**config.mk**
```make
export PLATFORM = sky130hd
export DESIGN_NAME = noise_channel_envelope_length_regs
export DESIGN_NICKNAME = d
export VERILOG_FILES = /design/src/hw/rtl/ncelr_pkg.sv /design/src/hw/rtl/noise_channel_envelope_length_regs.sv /design/src/hw/rtl/ncelr_core.sv
export SDC_FILE = /design/constraint.sdc
export NUM_CORES = 1
export LEC_CHECK = 0
export ABC_AREA = 1
export ABC_CLOCK_PERIOD_IN_PS = 3200
export BUFFER_PORTS_ARGS = -buffer_cell sky130_fd_sc_hd__buf_2
export CORE_MARGIN = 10
export CORE_UTILIZATION = 55
export CTS_CLUSTER_DIAMETER = 50
export DETAILED_ROUTE_END_ITERATION = 6
export PLACE_DENSITY = 0.79
export SETUP_SLACK_MARGIN = 0.5
export SKIP_LAST_GASP = 1
export SYNTH_ARGS = -nofsm -noshare
export SYNTH_HDL_FRONTEND = slang
export SYNTH_SLANG_ARGS = --single-unit
```
**constraint.sdc**
```tcl
create_clock -name i_clk -period 3.2 [get_ports i_clk]
set_clock_uncertainty 0.2 [all_clocks]
set_input_delay 0.32 -clock i_clk [delete_from_list [all_inputs] [get_ports i_clk]]
set_output_delay 0.32 -clock i_clk [all_outputs]
set_load 0.005 [all_outputs]
```
**src/hw/rtl/ncelr_pkg.sv**
```systemverilog
// package for the noise channel envelope and length control block
// holds request and result types, channel state type and register map constants
// no dependencies
package ncelr_pkg;

    typedef enum logic [1:0] {
        OP_WRITE    = 2'd0,
        OP_READ     = 2'd1,
        OP_ENV_TICK = 2'd2,
        OP_LEN_TICK = 2'd3
    } t_op;

    typedef enum logic [1:0] {
        REG_LENGTH   = 2'd0,
        REG_ENVELOPE = 2'd1,
        REG_POLY     = 2'd2,
        REG_CONTROL  = 2'd3
    } t_reg_idx;

    localparam logic [15:0] ADDR_BASE      = 16'hFF20;
    localparam logic [13:0] ADDR_PAGE      = ADDR_BASE[15:2];
    localparam logic [7:0]  LENGTH_READ    = 8'hFF;
    localparam logic [3:0]  VOLUME_MAX     = 4'd15;
    localparam logic [3:0]  VOLUME_RESET   = 4'd15;

    typedef struct packed {
        t_op         operation;
        logic [15:0] address;
        logic [7:0]  write_data;
    } t_req;

    typedef struct packed {
        logic [7:0] read_data;
        logic       access_error;
        logic       channel_on;
        logic [3:0] volume_level;
        logic       noise_restart;
        logic       noise_short_mode;
    } t_rsp;

    typedef struct packed {
        logic [7:0] length_reg;
        logic [7:0] envelope_reg;
        logic [7:0] poly_reg;
        logic [6:0] control_reg;
        logic [5:0] length_counter;
        logic [2:0] envelope_counter;
        logic [3:0] volume;
        logic       enabled;
    } t_state;

endpackage

```
**src/hw/rtl/noise_channel_envelope_length_regs.sv**
```systemverilog
// top level of the noise channel envelope, length and register control
// request register, channel state, result register; depends on ncelr_pkg, ncelr_core
//
// usage:
//   requests enter on i_in_valid / o_in_stall with payload i_in_data
//   (register write, register read, envelope tick or length tick), one
//   result per request leaves on o_out_valid / i_out_stall with o_out_data.
//   a request is taken at an edge where valid is high and stall is low.
//   a result passes through the request register, then the result
//   register, before it is presented.
//   throughput: one request per cycle while the receiver does not stall; the channel state is updated in the
//   single cycle a request moves from the request register to the result
//   register, so back-to-back requests see each other's effects in order.
//   when the receiver stalls, the result register holds its value; the
//   request register still takes one more request, after which o_in_stall
//   rises until the result is taken.
//   reset (synchronous, active low) empties both registers and clears the
//   channel registers and counters, with volume 15 and the channel off.
module noise_channel_envelope_length_regs
    import ncelr_pkg::*;
(
    input  logic i_clk,
    input  logic i_rst_n,
    input  logic i_in_valid,
    output logic o_in_stall,
    input  t_req i_in_data,
    output logic o_out_valid,
    input  logic i_out_stall,
    output t_rsp o_out_data
);

    logic   r_in_valid;
    t_req   r_in_req;
    logic   r_out_valid;
    t_rsp   r_out_rsp;
    t_state r_state;
    t_state n_state;
    t_rsp   n_rsp;
    logic   out_free;
    logic   advance;
    logic   take;

    assign out_free   = !r_out_valid || !i_out_stall;
    assign advance    = r_in_valid && out_free;
    assign o_in_stall = r_in_valid && !out_free;
    assign take       = i_in_valid && !o_in_stall;

    ncelr_core u_core (
        .i_req   (r_in_req),
        .i_state (r_state),
        .o_state (n_state),
        .o_rsp   (n_rsp)
    );

    always_ff @(posedge i_clk) begin
        if (!i_rst_n) begin
            r_in_valid  <= 1'b0;
            r_out_valid <= 1'b0;
            r_state     <= '{volume: VOLUME_RESET, default: '0};
        end else begin
            if (take) begin
                r_in_valid <= 1'b1;
            end else if (advance) begin
                r_in_valid <= 1'b0;
            end
            if (advance) begin
                r_out_valid <= 1'b1;
                r_state     <= n_state;
            end else if (out_free) begin
                r_out_valid <= 1'b0;
            end
        end
    end

    always_ff @(posedge i_clk) begin
        if (take) begin
            r_in_req <= i_in_data;
        end
        if (advance) begin
            r_out_rsp <= n_rsp;
        end
    end

    assign o_out_valid = r_out_valid;
    assign o_out_data  = r_out_rsp;

endmodule

```
**src/hw/rtl/ncelr_core.sv**
```systemverilog
// next-state and result logic for one request of the noise channel control
// depends on ncelr_pkg
module ncelr_core
    import ncelr_pkg::*;
(
    input  t_req   i_req,
    input  t_state i_state,
    output t_state o_state,
    output t_rsp   o_rsp
);

    logic       legal;
    t_reg_idx   idx;
    logic       trigger;
    logic [2:0] pace;
    logic [2:0] env_cnt_inc;
    logic [5:0] len_cnt_dec;
    t_state     nxt;

    assign legal = (i_req.address[15:2] == ADDR_PAGE);
    assign idx   = t_reg_idx'(i_req.address[1:0]);
    assign pace  = i_state.envelope_reg[2:0];
    assign env_cnt_inc = i_state.envelope_counter + 3'd1;

    always_comb begin
        nxt         = i_state;
        trigger     = 1'b0;
        len_cnt_dec = i_state.length_counter;
        o_rsp       = '0;
        unique case (i_req.operation)
            OP_WRITE: begin
                if (!legal) begin
                    o_rsp.access_error = 1'b1;
                end else begin
                    unique case (idx)
                        REG_LENGTH:   nxt.length_reg   = i_req.write_data;
                        REG_ENVELOPE: nxt.envelope_reg = i_req.write_data;
                        REG_POLY:     nxt.poly_reg     = i_req.write_data;
                        REG_CONTROL: begin
                            nxt.control_reg = i_req.write_data[6:0];
                            trigger         = i_req.write_data[7];
                        end
                        default: ;
                    endcase
                end
            end
            OP_READ: begin
                if (!legal) begin
                    o_rsp.access_error = 1'b1;
                end else begin
                    unique case (idx)
                        REG_LENGTH:   o_rsp.read_data = LENGTH_READ;
                        REG_ENVELOPE: o_rsp.read_data = i_state.envelope_reg;
                        REG_POLY:     o_rsp.read_data = i_state.poly_reg;
                        REG_CONTROL:  o_rsp.read_data = {1'b0, i_state.control_reg[6], 6'd0};
                        default: ;
                    endcase
                end
            end
            OP_ENV_TICK: begin
                if (pace != 3'd0) begin
                    if (env_cnt_inc >= pace) begin
                        nxt.envelope_counter = 3'd0;
                        if (!i_state.envelope_reg[3]) begin
                            if (i_state.volume != 4'd0) begin
                                nxt.volume = i_state.volume - 4'd1;
                            end
                        end else begin
                            if (i_state.volume != VOLUME_MAX) begin
                                nxt.volume = i_state.volume + 4'd1;
                            end
                        end
                    end else begin
                        nxt.envelope_counter = env_cnt_inc;
                    end
                end
            end
            OP_LEN_TICK: begin
                if (i_state.enabled) begin
                    if (i_state.length_counter != 6'd0) begin
                        len_cnt_dec = i_state.length_counter - 6'd1;
                    end
                    nxt.length_counter = len_cnt_dec;
                    if (i_state.control_reg[6] && (len_cnt_dec == 6'd0)) begin
                        nxt.enabled = 1'b0;
                    end
                end
            end
            default: ;
        endcase

        // trigger: channel on, envelope counter clear, volume reload, empty length counter reload
        if (trigger) begin
            nxt.enabled          = 1'b1;
            nxt.envelope_counter = 3'd0;
            nxt.volume           = i_state.envelope_reg[7:4];
            if (i_state.length_counter == 6'd0) begin
                nxt.length_counter = ~i_state.length_reg[5:0];
            end
        end

        o_rsp.channel_on       = nxt.enabled;
        o_rsp.volume_level     = nxt.volume;
        o_rsp.noise_restart    = trigger;
        o_rsp.noise_short_mode = nxt.poly_reg[3];
    end

    assign o_state = nxt;

endmodule

```
Word-level counts from Yosys, hierarchy flattened

Index checks and enable logic that the tools add are counted.
Widths: inputs -> output; s select.

Reduce and logical (&&, ||, !) cells: 27
Bitwise operators: 1
Equal/unequal tests: 8
Add/sub/neg operators: 4
Mux-type cells: 30
Order comparisons: 1

Operator list:

| cell                 | number |
|---|---|
| $mux 6               | 6 |
| $pmux 8 s4           | 1 |
| $mux 11              | 2 |
| $mux 7               | 3 |
| $mux 4               | 5 |
| $reduce_and 4->1     | 4 |
| $eq 14x14->1 const B | 1 |
| $mux 14              | 1 |
| $logic_not 6->1      | 2 |
| $mux 1               | 11 |
| $eq 2x2->1 const B   | 4 |
| $reduce_bool 2->1    | 4 |
| $not 6->6            | 1 |
| $reduce_bool 6->1    | 1 |
| $sub 6x1->6 const B  | 1 |
| $add 4x1->4 const B  | 1 |
| $eq 2x1->1 const B   | 2 |
| $logic_and 1x1->1    | 4 |
| $logic_not 1->1      | 4 |
| $logic_not 2->1      | 2 |
| $ne 4x4->1 const B   | 1 |
| $reduce_bool 4->1    | 1 |
| $sub 4x1->4 const B  | 1 |
| $add 3x1->3 const B  | 1 |
| other kinds (7)      | 7 |

Word-level logic and storage cells: 91
Flip-flop bits (word level): 87
Input port bits: 30
Output and inout port bits: 18

Logic depth before layout (Yosys ltp)

Gate-level depths: netlist of the first run.

Depth after elaboration: 10
Depth in mapped cells: 13
Mapped depth without buffers: 13

Cells and area by module

Synthesis of the first run repeated with hierarchy kept, for this count alone.

Cell total of the unflattened synthesis: 644
Area, all modules: 4859.7 sq um

Modules (own cells, without submodules):

| module                             | times used | seq. area each (sq um) | cells an instance | area each (sq um) |
|---|---|---|---|---|
| noise_channel_envelope_length_regs | 1          | 2202.1                 | 341               | 3335.7 |
| ncelr_core                         | 1          | 0.0                    | 303               | 1524.0 |

Least setup slack after synthesis of the first run

No wires, ideal clock.

Path kind: register to register
Start point: reg r_state[5] in the netlist's numbering
End point: reg r_out_rsp (netlist bit o_out_data[2]), data pin
Required time: 2.745 ns
Arrival: 1.810 ns
Setup slack: 0.935 ns
Library setup time: 0.255 ns
Buffers on the path: 0
Stages on the path, launching flop included: 13
Clock period less this slack: 2.265 ns
Path through: dfxtp_1 -> ha_1 -> xnor2_1 -> inv_1 -> ha_1 -> a21oi_1 -> nand3_1 -> nand2_1 -> inv_1 -> nand2_1 -> xor2_1 -> nand2_1 -> and2_1

RTL lines:

| what                   | RTL line                                 | source |
|---|---|---|
| start, declared        | noise_channel_envelope_length_regs.sv:36 | `t_state r_state;` |
| start signal, assigned | noise_channel_envelope_length_regs.sv:68 | `r_state <= n_state;` |
| end signal, assigned   | noise_channel_envelope_length_regs.sv:80 | `r_out_rsp <= n_rsp;` |
| end, declared          | noise_channel_envelope_length_regs.sv:35 | `t_rsp r_out_rsp;` |

==> results.md, run 1 <==
- Status: complete, no violations
- Worst r2r dst: o_out_data[2]
- Syn_area_per_cell: between 8 and 9 sq um
- Slew headroom: roughly a third
- Die ar.: between 0.01 and 0.015 sq mm
- Total Power: around 0.0021 W
- Final wirelength: 8970 um
- Largest net degree at the start of global routing: 37
- Final setup vio count: 0
- Share of the synthesized area in the top cell type: between 30% and 40%
- Final core occ: ~68%
- DP Cell Count: 580
- Die height: 104 um
- Placed Area: 0.00417 sq mm
- Clock power frac: between 30% and 40%
- WS Path Type: reg2reg
- GR peak layer: met2
- Fin Setup TNS: 0 ns
- Hold path depth: 3
- Post-synth top cells: nand2_1 (93), nor2_1 (60), inv_1 (43)
- Hold Violations, Final: 0
- Clk Latency, worst-skew pair: ~0.36 ns
- Vias in the first global route: about 3.2k
- Worst hold path class: in2reg
- Worst-case reg-to-reg path depth: 12
- Final Non-Filler Cells: around 620
- Pint: roughly 0.0016 W
- Post-route cell area: between 0.004 and 0.005 sq mm
- Slew Limit Fails: 0
- Crit share post-route: around 77%
- Gr usage total: approximately 17%
- Gr ovfl total: 0
- Register area share after synthesis: 53.0%
- Most frequent cell after synthesis: nand2_1
- Share of cells above drive strength 1: 18.3%
- Ys flop type: edfxtp_1
- Rows: 30
- Main area contributors after synthesis: edfxtp_1 (33%), dfxtp_1 (20%), nand2_1 (9.1%)
- CTS sink cnt: roughly 80
- GPL Wtd Cong: 0.887
- Total CTS buffers: 9
- Critical path arrival: around 2.4 ns
- CTS tree: built
- Width of the die: around 100 um
- Met1 usage in global routing: a little under a fifth
- DRT Pass-1 Iters: 7
- Post-DR wirelength/cell: 14.4 um
- N_diodes: 0
- R2r setup slk: roughly 0.74 ns
- Ports: 48
- Reg clk slew, reported paths: about 0.080 ns
- CTS root buf: clkbuf_8
- Syn Nets: roughly 480
- Combinational Power Share: between 8 and 9%
- P_leak: between 1.5 and 2 nW
- Syn. warnings: 0
- WHS Endpoint: r_in_valid
- Sequential power share: a little under three fifths
- Post-DRT Antenna Nets: 0
- DR vias/cell: 5.21
- Nets@finish: ~560
- F_max: 407 MHz
- Max H-tree Level: 3
- Max Cap Viol: 0
- Sw Ratio: 24.1%
- Grt met2 use: ~29%
- Worst slew pin tran: 0.994 ns
- Layout area overhead: 19.8%
- Switching pwr: ~0.00050 W
- Met3 usage: between 5 and 6%
- DR iter-0 viols: ~230
- Power Density: 446 mW/mm^2
- Residual DRC count: 0
- Unrepaired setup endpoints after global routing: false
- HPWL Detailed: about 6200 um
- CORE AREA: 0.00679 sq mm
- Peak supply drop: a little under 0.3 mV
- Synth async-reset ratio: 0%
- Crit start category: flip-flop
- Starting Density: between 50% and 60%
- Endpoint type of the worst setup path: flip-flop
- Cells after synthesis: around 440
- Post-synth cell types: 37
- Worst Path Required: ~3.1 ns
- Worst r2r src: r_state[5]
- Min-delay src: i_in_valid
- Post-synth EDFFs: 42
- Yosys reg bits: 81
- Initial antenna violation count: 0
- First-pass GRT wire length: about 15,000 um
- Post-Syn Area: roughly 0.0039 sq mm
- Max clock buf depth: 2
- Fin crit period: 2.46 ns
- Critical path peak fanout: 5
- Via count: roughly 3.2k
- Buffers on Ports: 47
- Cell type with the largest total area after synthesis: edfxtp_1
-- power groups by stage --
stage               Clock (W)  Combinational (W)  Sequential [W]
detailed placement          0           0.000143         0.00118
global placement            0           0.000139         0.00118
CTS                  0.000733           0.000167         0.00116
global route         0.000793           0.000190         0.00116
finish               0.000730           0.000169         0.00116
floorplan                   0          0.0000958         0.00117
-- metal layers --
metal / share of wire [%] / wire, um
met5: 0 / 0
met4: 2.6 / 231
met3: 7.2 / 647
met1: 41 / 3640
met2: 50 / 4450
-- registers in the layout, indices dropped and copies added (netlist names) --
name / flops
o_out_data: 16
o_out_valid: 1
r_in_req: 26
r_in_valid: 1
r_state: 37
-- area by class of cell --
class                      instances  area (sq um)
fill                             538          2180
sequential                        81          2040
multi-input combinational        301          1560
timing repair buffer              74           503
inverter                          54           203
clock buffer                      11           131
tap                               96           120
clock inverter                     5          57.6
-- critical path, cell delays in order, from the launching register on --
cell and delay (ns):
dfxtp_1 0.35, ha_1 0.22, xnor2_1 0.14, inv_1 0.08, ha_1 0.31, a21oi_1 0.15, nand3_1 0.10, nand2_1 0.15
inv_1 0.09, nand2_1 0.08, xor2_1 0.14, nand2_1 0.08, and2_1 0.14
-- cells by family (layout without fill, tap and decap cells) --
family	Yosys count	after routing	synth area share, %
simple gates	205	205	24.3
compound gates	82	82	12.2
flops	81	81	53.0
buf+inv	62	144	6.52
fa+ha+maj	8	8	2.60
xor+xnor	6	6	1.36
-- how the worst max path moves through the flow --
stage	cells past startpoint	to	slack, ns	startpoint
5_1_grt	12	o_out_data[2]	0.55	r_state[5]
3_3_place_gp	12	o_out_data[2]	0.83	r_state[5]
2_1_floorplan	12	o_out_data[2]	0.94	r_state[5]
6_report	12	o_out_data[2]	0.74	r_state[5]
4_1_cts	12	o_out_data[2]	0.73	r_state[5]
3_5_place_dp	12	o_out_data[2]	0.76	r_state[5]
-- cell usage in the layout (no fill, tap or decap), types with 3 or more instances in the layout --
cell            n
ha_1            8
o21ai_2         3
xor2_1          4
edfxtp_1       42
dfxtp_1        39
o21ai_1        15
clkbuf_8        9
nor2_1         60
nor2_2          4
nand3_1        26
nand4_1         7
inv_1          43
inv_2          11
o21ai_0        21
buf_2          47
dlygate4sd3_1  26
a21oi_1        32
a211oi_2        4
nand2_2         3
nand2_1        93
-- metrics by stage --
stage / worst slack (ns) / hold WS (ns)
6_report: 0.743 / 0.0714
5_1_grt: 0.548 / 0.0722
4_1_cts: 0.730 / 0.0712
3_5_place_dp: 0.759 / 0.261
3_3_place_gp: 0.832 / 0.257
2_1_floorplan: 0.935 / 0.219
-- repair_timing --
action / 4_1_cts / 5_1_grt
resized for setup: 0 / 0
hold endpoints to repair: 26 / 0
buffers inserted: 0 / 0
hold buffers: 26 / 0
Note: power is estimated with default switching activity, not from simulation.
==> inputs of run 2 (changes only) <==
ABC_CLOCK_PERIOD_IN_PS = 2070   (was 3200)
CORE_UTILIZATION = 52   (was 55)
clock period = 2.07 ns   (was 3.2 ns; I/O delays follow)
==> results.md, run 2 (synthesis gave the netlist of run 1 again) <==
- Final WS setup: -0.0342 ns
- Max reg flops: 37
- Final setup vio count: 2
- Hold path depth: 3
- Share of cells above drive strength 1: a little over a third
- Delay-heaviest family, CP: simple AND/OR/NAND/NOR gates
- Crit start category: flip-flop
- Failing checks: setup timing
- GPL Wtd Cong: 0.943
- Fin Setup TNS: -0.0574 ns
- Hold Violations, Final: 0
- CTS sink cnt: 81
- Worst r2r dst: o_out_data[2]
- Max H-tree Level: 3
- R2r setup slk: -0.03 ns
- Status: finished with violations
- Fin crit period: 2.10 ns
- Crit path cell chain: ha_4 > xnor2_2 > inv_2 > ha_4 > a21oi_2 > nand3_2 > nand2_2 > inv_2 > nand2_2 > xor2_1 > nand2_1 > and2_1
- Unrepaired setup endpoints after global routing: true
- Crit path largest cell delay: 0.34 ns
- DRT Pass-1 Iters: 5
- CTS tree: built
- Ports: 48
- DR vias/cell: 5.36
- HPWL Detailed: around 6600 um
- Critical path arrival: approximately 2 ns
- Width of the die: about 110 um
- Layout area overhead: 37.2%
- Final Non-Filler Cells: 666
- Clk Latency, worst-skew pair: between 0.3 and 0.4 ns
- Starting Density: a little over half
- Die ar.: approximately 0.011 sq mm
- Critical path peak fanout: 3
- Vias in the first global route: about 3.5k
- Via count: roughly 3.6k
- Most flops, register: r_state
- Post-DR wirelength/cell: around 16 um
- Worst path slowest cell: dfxtp_2
- Commonest non-fill, non-tap cells in the layout: nand2_1 (83), buf_2 (47), nor2_1 (44)
- Largest net degree at the start of global routing: 24
- Post-DRT Antenna Nets: 0
- First-pass GRT wire length: approximately 17,000 um
- Gr usage total: a little under a fifth
- Worst path bufs/invs: 2
- Total CTS buffers: 9
- Crit share post-route: 102%
- Nets@finish: 600
- Worst Path Required: 1.99 ns
- Worst-case reg-to-reg path depth: 12
- WHS Endpoint: r_in_valid
- Endpoint type of the worst setup path: flip-flop
- Rows: 31
- DP Cell Count: just under 600
- Max clock buf depth: 2
- CORE AREA: approximately 0.007 sq mm
- Initial antenna violation count: 0
- Worst r2r src: r_state[6]
- N_diodes: 0
- Slew headroom: 56.3%
- Final wirelength: between 10,000 and 15,000 um
- Worst slew pin tran: approximately 0.66 ns
- Slew Limit Fails: 0
- P_leak: around 2.2 nW
- Residual DRC count: 0
- Commonest non-fill, non-tap cell in the layout: nand2_1
- Die height: 106 um
- Buffers on Ports: 47
- Gr ovfl total: 0
- Worst hold path class: in2reg
- Max Cap Viol: 0
- Power Density: around 650 mW/mm^2
- Reg clk slew, reported paths: ~0.09 ns
- Min-delay src: i_in_valid
- Pre-CTS WS: -0.112 ns
- DR iter-0 viols: approximately 240
- F_max: 475 MHz
- CTS root buf: clkbuf_8
- WS Path Type: reg2reg
- Peak supply drop: slightly above 0.6 mV
- Worst hold slack: ~0.031 ns
## run 2: worst max path at each step
stage                          start       endpoint  slack, ns  depth (start not counted)
after floorplan           r_state[5]  o_out_data[2]      -0.05                         12
after global placement    r_state[5]  o_out_data[2]      -0.06                         12
after detailed placement  r_state[5]  o_out_data[2]      -0.11                         12
after CTS                 r_state[5]  o_out_data[2]      -0.08                         12
after global routing      r_state[6]  o_out_data[2]      -0.17                         12
final                     r_state[6]  o_out_data[2]      -0.03                         12
## run 2: metal layers
| metal | global-route usage (%) | up-vias | share of wire [%] |
|---|---|---|---|
| met3 | 4.95 | 22 | 6.7 |
| li1 | - | 1719 | - |
| met1 | 22.1 | 1688 | 40 |
| met4 | 6.48 | 0 | 1.9 |
| met2 | 31.9 | 139 | 51 |
| met5 | 0 | - | 0 |
## run 2: final cells by class
type                       instances  area [sq um]
sequential                        81          2060
fill                             501          1920
multi-input combinational        301          1810
timing repair buffer             114           850
inverter                          54           214
clock buffer                      10           138
tap                               99           124
clock inverter                     6          88.8
timing repair inverter             1          7.51
## run 2: stage by stage
step	cell area (sq um)	total power (W)	utilization, %
global route	5290	0.00356	73.3
detailed placement	4290	0.00205	59.4
floorplan	3920	0.00196	-
CTS	5110	0.00340	70.9
global placement	4290	0.00204	59.4
finish	5290	0.00345	73.3
## run 2: worst register-to-register path: cells and delay by family, from the launching register on
kind | cells | cell delay [ns]
simple gates | 5 | 0.42
fa+ha+maj | 2 | 0.39
flops | 1 | 0.34
xor+xnor | 2 | 0.27
compound gates | 1 | 0.14
buf+inv | 2 | 0.11
## run 2: report_power, final
part	switching (W)	internal, W
registers	0.0000449	0.00174
clock network	0.000609	0.000719
logic	0.000181	0.000148
## run 2: repair_timing
item | CTS | global route
cloned | 1 | 0
endpoints found under the setup margin | 78 | 53
resized for setup | 42 | 27
buffers inserted | 20 | 12
hold buffers | 27 | 0
pin swaps | 24 | 23
hold endpoints to repair | 27 | 0
